===== config.mk =====
export PLATFORM = sky130hd
export DESIGN_NAME = dll_ctrl
export DESIGN_NICKNAME = d
export VERILOG_FILES = /design/src/hdl/dll_pkg.sv /design/src/hdl/dll_ctrl.sv
export SDC_FILE = /design/constraint.sdc
export NUM_CORES = 1
export LEC_CHECK = 0
export ABC_AREA = 1
export BUFFER_PORTS_ARGS = -buffer_cell sky130_fd_sc_hd__clkbuf_2
export CAP_MARGIN = 15
export CORE_AREA = 2 2 39 41
export CTS_CLUSTER_SIZE = 25
export DETAILED_ROUTE_END_ITERATION = 16
export DIE_AREA = 0 0 41 43
export PLACE_DENSITY = 0.76
export SETUP_SLACK_MARGIN = 0.5
export SKIP_LAST_GASP = 1
export SYNTH_ARGS = -nofsm -noshare
export SYNTH_HDL_FRONTEND = slang
export SYNTH_SLANG_ARGS = --single-unit

===== constraint.sdc =====
create_clock -name clk -period 2.8 [get_ports clk]
set_clock_uncertainty 0.15 [all_clocks]
set_input_delay 0.14 -clock clk [delete_from_list [all_inputs] [get_ports clk]]
set_output_delay 0.14 -clock clk [all_outputs]
set_load 0.05 [all_outputs]

===== src/hdl/dll_pkg.sv =====
// Shared types and codes for the doubly linked list manager.
// Used by the controller, the datapath, the top level and the checker.
package dll_pkg;

    localparam int NODES_DEF = 256;

    localparam int REQ_W    = 3;
    localparam int HANDLE_W = 8;
    localparam int POS_W    = 8;
    localparam int STATUS_W = 2;
    localparam int COUNT_W  = 9;
    localparam int OP_W     = 4;

    // request codes
    localparam logic [REQ_W-1:0] REQ_PUSH_BACK  = 3'd0;
    localparam logic [REQ_W-1:0] REQ_PUSH_FRONT = 3'd1;
    localparam logic [REQ_W-1:0] REQ_POP_BACK   = 3'd2;
    localparam logic [REQ_W-1:0] REQ_POP_FRONT  = 3'd3;
    localparam logic [REQ_W-1:0] REQ_UNLINK     = 3'd4;
    localparam logic [REQ_W-1:0] REQ_INDEX      = 3'd5;

    // result status codes
    localparam logic [STATUS_W-1:0] ST_OK    = 2'd0;
    localparam logic [STATUS_W-1:0] ST_EMPTY = 2'd1;
    localparam logic [STATUS_W-1:0] ST_RANGE = 2'd2;
    localparam logic [STATUS_W-1:0] ST_BAD   = 2'd3;

    // datapath operations
    localparam logic [OP_W-1:0] OP_NONE      = 4'd0;
    localparam logic [OP_W-1:0] OP_LOAD      = 4'd1;
    localparam logic [OP_W-1:0] OP_PUSH_NEW  = 4'd2;
    localparam logic [OP_W-1:0] OP_PUSH_LINK = 4'd3;
    localparam logic [OP_W-1:0] OP_RD_TAIL   = 4'd4;
    localparam logic [OP_W-1:0] OP_RD_HEAD   = 4'd5;
    localparam logic [OP_W-1:0] OP_RD_HANDLE = 4'd6;
    localparam logic [OP_W-1:0] OP_UNLINK    = 4'd7;
    localparam logic [OP_W-1:0] OP_WALK_STEP = 4'd8;
    localparam logic [OP_W-1:0] OP_CLR_TGT   = 4'd9;

    typedef struct packed {
        logic [OP_W-1:0]     op;
        logic [STATUS_W-1:0] status;
        logic                out_load;
    } dll_cmd_t;

    typedef struct packed {
        logic [REQ_W-1:0] req;
        logic             in_pool;
        logic             member;
        logic             cnt_zero;
        logic             pos_oor;
        logic             walk_hit;
        logic             tgt_nil;
        logic             out_free;
    } dll_sts_t;

endpackage


===== src/hdl/dll_ctrl.sv =====
// Controller state machine for the list manager.
// Depends on dll_pkg; drives the datapath through dll_cmd_t.
module dll_ctrl
    import dll_pkg::*;
(
    input  logic     clk,
    input  logic     rst_n,
    input  logic     in_valid,
    output logic     in_stall,
    input  dll_sts_t sts,
    output dll_cmd_t cmd
);

    localparam logic [2:0] S_IDLE   = 3'd0;
    localparam logic [2:0] S_DECODE = 3'd1;
    localparam logic [2:0] S_PUSH   = 3'd2;
    localparam logic [2:0] S_UNLINK = 3'd3;
    localparam logic [2:0] S_WALK   = 3'd4;
    localparam logic [2:0] S_FINISH = 3'd5;

    logic [2:0]          state_reg;
    logic [2:0]          state_next;
    logic [STATUS_W-1:0] status_reg;
    logic [STATUS_W-1:0] status_next;
    logic [OP_W-1:0]     op;
    logic                out_load;

    always_comb
    begin
        state_next  = state_reg;
        status_next = status_reg;
        op          = OP_NONE;
        out_load    = 1'b0;
        case (state_reg)
            S_IDLE:
            begin
                if (in_valid)
                begin
                    op          = OP_LOAD;
                    status_next = ST_OK;
                    state_next  = S_DECODE;
                end
            end
            S_DECODE:
            begin
                case (sts.req)
                    REQ_PUSH_BACK, REQ_PUSH_FRONT:
                    begin
                        if (!sts.in_pool || sts.member)
                        begin
                            status_next = ST_BAD;
                            state_next  = S_FINISH;
                        end
                        else
                        begin
                            op         = OP_PUSH_NEW;
                            state_next = S_PUSH;
                        end
                    end
                    REQ_POP_BACK, REQ_POP_FRONT:
                    begin
                        if (sts.cnt_zero)
                        begin
                            status_next = ST_EMPTY;
                            state_next  = S_FINISH;
                        end
                        else
                        begin
                            op         = (sts.req == REQ_POP_BACK) ? OP_RD_TAIL : OP_RD_HEAD;
                            state_next = S_UNLINK;
                        end
                    end
                    REQ_UNLINK:
                    begin
                        if (!sts.member)
                        begin
                            status_next = ST_BAD;
                            state_next  = S_FINISH;
                        end
                        else
                        begin
                            op         = OP_RD_HANDLE;
                            state_next = S_UNLINK;
                        end
                    end
                    REQ_INDEX:
                    begin
                        if (sts.pos_oor)
                        begin
                            status_next = ST_RANGE;
                            state_next  = S_FINISH;
                        end
                        else
                        begin
                            op         = OP_RD_HEAD;
                            state_next = S_WALK;
                        end
                    end
                    default:
                    begin
                        op         = OP_CLR_TGT;
                        state_next = S_FINISH;
                    end
                endcase
            end
            S_PUSH:
            begin
                op         = OP_PUSH_LINK;
                state_next = S_FINISH;
            end
            S_UNLINK:
            begin
                op         = OP_UNLINK;
                state_next = S_FINISH;
            end
            S_WALK:
            begin
                // one link per cycle until the position is reached
                if (sts.tgt_nil)
                begin
                    status_next = ST_RANGE;
                    state_next  = S_FINISH;
                end
                else if (sts.walk_hit)
                begin
                    state_next = S_FINISH;
                end
                else
                begin
                    op = OP_WALK_STEP;
                end
            end
            S_FINISH:
            begin
                // hold until the output register is free
                if (sts.out_free)
                begin
                    out_load   = 1'b1;
                    state_next = S_IDLE;
                end
            end
            default:
            begin
                state_next = S_IDLE;
            end
        endcase
    end

    always_ff @(posedge clk or negedge rst_n)
    begin
        if (!rst_n)
        begin
            state_reg  <= S_IDLE;
            status_reg <= ST_OK;
        end
        else
        begin
            state_reg  <= state_next;
            status_reg <= status_next;
        end
    end

    assign in_stall     = (state_reg != S_IDLE);
    assign cmd.op       = op;
    assign cmd.status   = status_reg;
    assign cmd.out_load = out_load;

endmodule


==> run metrics <==
H-Tree Depth 1; PnR Total Power 745.2 µW; drt pass-1 iters 3; Met3 Routed Length 63 µm; WL/cell 10.24 µm; critical path class register to output pin; worst min path class input port to register; CTS tree built; Crit. End Element output pin; Startpoint Class register; cts repair resizes 0; die area 1763 µm²; r2r setup slk 1280 ps; GRT overflow 0; share of post-route cells with drive strength above 1 41.12%; via count 572; status finished clean; CTS clk-pin slew, worst paths 40 ps; RSZ-0062 raised after global routing no; Top Layer Used met4; Die X 41 µm; setup repair bufs after CTS 0; synthesis-to-layout area growth 22.81%; Critical Path RT 2510 ps; clock sinks 5; CP arrival 1570 ps; Switching Fraction 57.80%; CP max stage cell dfrtp_1; Least-Margin Pin Slew 360.0 ps; core area 1384 µm²; post-synth cell types 27; DRT antenna net count 0; Detailed Route WL 1259 µm; # DRC 0; Post-Synthesis Cells 85; Final nets 121; Rows 14; number of global-route vias before repair 515; CP Buf/Inv Count 3; Final Critical Period 1861 ps; Placer Congestion 0.8261; crit-path leading delay family flip-flops; Clock Path Buffers 2; Pint 314.4 µW; Highest Clock Rate 537.4 MHz; antenna violations before repair 0; worst-skew pair later-pin latency 240 ps; dpl hpwl 1073 µm; sequential share of the synthesized area 21.93%; Slew headroom 76.00%; IR drop worst, VDD 0.3827 mV; Final Cycle Share 66.46%; # hold bufs at CTS 1; met1 wire length 566 µm; max-cap viol count 0; diodes inserted 0; register bit total from synthesis 5; Ys Warns 0; critical path peak fanout 8; Reg power frac 19.8%; Leak 0.0004007 µW; die span in y 43 µm; PD cells 1064 nW/µm²; Hold Vio Cnt, Final 0; met2 wire len 616 µm; # port buffers 20; sequence of cells on the critical path clkinv_4 -> nand3_4 -> inv_4 -> a21oi_1 -> o221ai_1 -> clkbuf_2; syn_area_per_cell 6.712 µm²; clock tree root driver cell clkbuf_4; clock network fraction of design power 11.3%; Combinational Power Share 68.8%; crit-path max cell delay 550 ps; first-pass GRT wire length 2070 µm; Mapped Area 570.5 µm²; Inserted Clock Buffers 3; Ports 21; max-slew violations 0; vias per cell 4.650; syn nets 98; Total Routing Usage GR 17.15%; Switch Pwr 430.7 µW; setup_tns 0 ps; Iteration-0 DRC Markers 7; max reg flops 3; Setup violations, final 0; largest net degree at the start of global routing 9; initial core utilization 41.23%
metrics by stage:
| step | setup WS [ps] | hold slack [ps] | std cells | utilization, % | cell area, µm² |
|---|---|---|---|---|---|
| floorplan | 716.8 | -305.6 | 85 | - | 570.5 |
| finish | 939.0 | 24.17 | 123 | 50.63 | 700.7 |
| detailed placement | 1185 | -185.0 | 118 | 48.01 | 664.4 |
| global placement | 1235 | -187.6 | 118 | 48.01 | 664.4 |
| global route | 795.6 | 36.57 | 123 | 50.63 | 700.7 |
| CTS | 919.2 | 22.29 | 123 | 50.63 | 700.7 |
power groups by stage:
stage / Clock (µW) / Sequential [µW] / Combinational (µW)
after floorplan: 0 / 166 / 426
after global placement: 0 / 148 / 507
after detailed placement: 0 / 148 / 516
after CTS: 89.6 / 148 / 518
after global routing: 97.5 / 152 / 561
final: 84.5 / 148 / 513
synth_stat cells:
cell type / n / share of area [%]
a21o_1: 1 / 1.3
a21oi_1: 1 / 0.88
a31oi_1: 2 / 2.2
buf_4: 2 / 2.6
buf_6: 1 / 2.0
clkinv_4: 1 / 1.5
dfrtp_1: 5 / 22
inv_1: 6 / 3.9
inv_2: 4 / 2.6
inv_4: 2 / 2.2
nand2_1: 17 / 11
nand2_2: 5 / 5.5
nand2_4: 3 / 5.9
nand3_1: 6 / 5.3
nand3_2: 1 / 1.8
nand3_4: 1 / 3.1
nand3b_1: 1 / 1.3
nor2_1: 13 / 8.6
nor2_2: 2 / 2.2
nor2_4: 2 / 3.9
nor3_1: 1 / 0.88
o211ai_1: 2 / 2.6
o21ai_0: 1 / 0.88
o21ai_1: 1 / 0.88
o221ai_1: 1 / 1.5
o22ai_1: 2 / 2.2
or2_1: 1 / 1.1
metal layers:
layer | vias up | global-route usage, %
met5 | - | 0
met4 | 0 | 11.33
met3 | 2 | 2.094
met2 | 16 | 27.19
met1 | 236 | 20.19
li1 | 318 | -
cell families after synthesis:
logic type / count (synthesis) / share of synthesized area [%]
buffers and inverters: 16 / 14.91
flip-flops: 5 / 21.93
AO/OA/AOI/OAI: 11 / 12.50
AND/OR/NAND/NOR: 53 / 50.66
worst reg2reg max path, delay by kind of cell (launching register included):
family | cells | cell delay (ps)
flip-flops | 1 | 550
buffers and inverters | 2 | 190
AND/OR/NAND/NOR | 7 | 530
final timing paths:
| check | start | end | cells after the start |
|---|---|---|---|
| worst max-delay path | state_reg[2] | cmd[3] | 6 |
| worst min-delay path | sts[0] | state_reg[0] | 4 |
| worst max register to register | state_reg[2] | status_reg[1] | 9 |
| worst min register to register | status_reg[0] | status_reg[0] | 2 |
| max in group asynchronous | rst_n | state_reg[0] | 2 |
| min in group asynchronous | rst_n | state_reg[1] | 2 |
layout make-up:
type                    count  area [µm²]
clock buffers               4       26.28
fillers                   152       683.2
inverters                  13       58.81
multi-input cells          64       360.3
flip-flops and latches      5       125.1
well taps                  16       20.02
repair buffers             21       110.1
cells in the final DEF, fill, tap and decap left out, drive strengths merged:
| cell type | instances |
|---|---|
| inv | 12 |
| dfrtp | 5 |
| o22ai | 2 |
| or2 | 1 |
| o21ai | 2 |
| clkbuf | 24 |
| o211ai | 2 |
| a21o | 1 |
| nor3 | 1 |
| dlygate4sd3 | 1 |
| a31oi | 2 |
| nand3 | 8 |
| nand3b | 1 |
| a21oi | 1 |
| nor2 | 17 |
| clkinv | 1 |
| nand2 | 25 |
| o221ai | 1 |
Note: power is estimated with default switching activity, not from simulation.
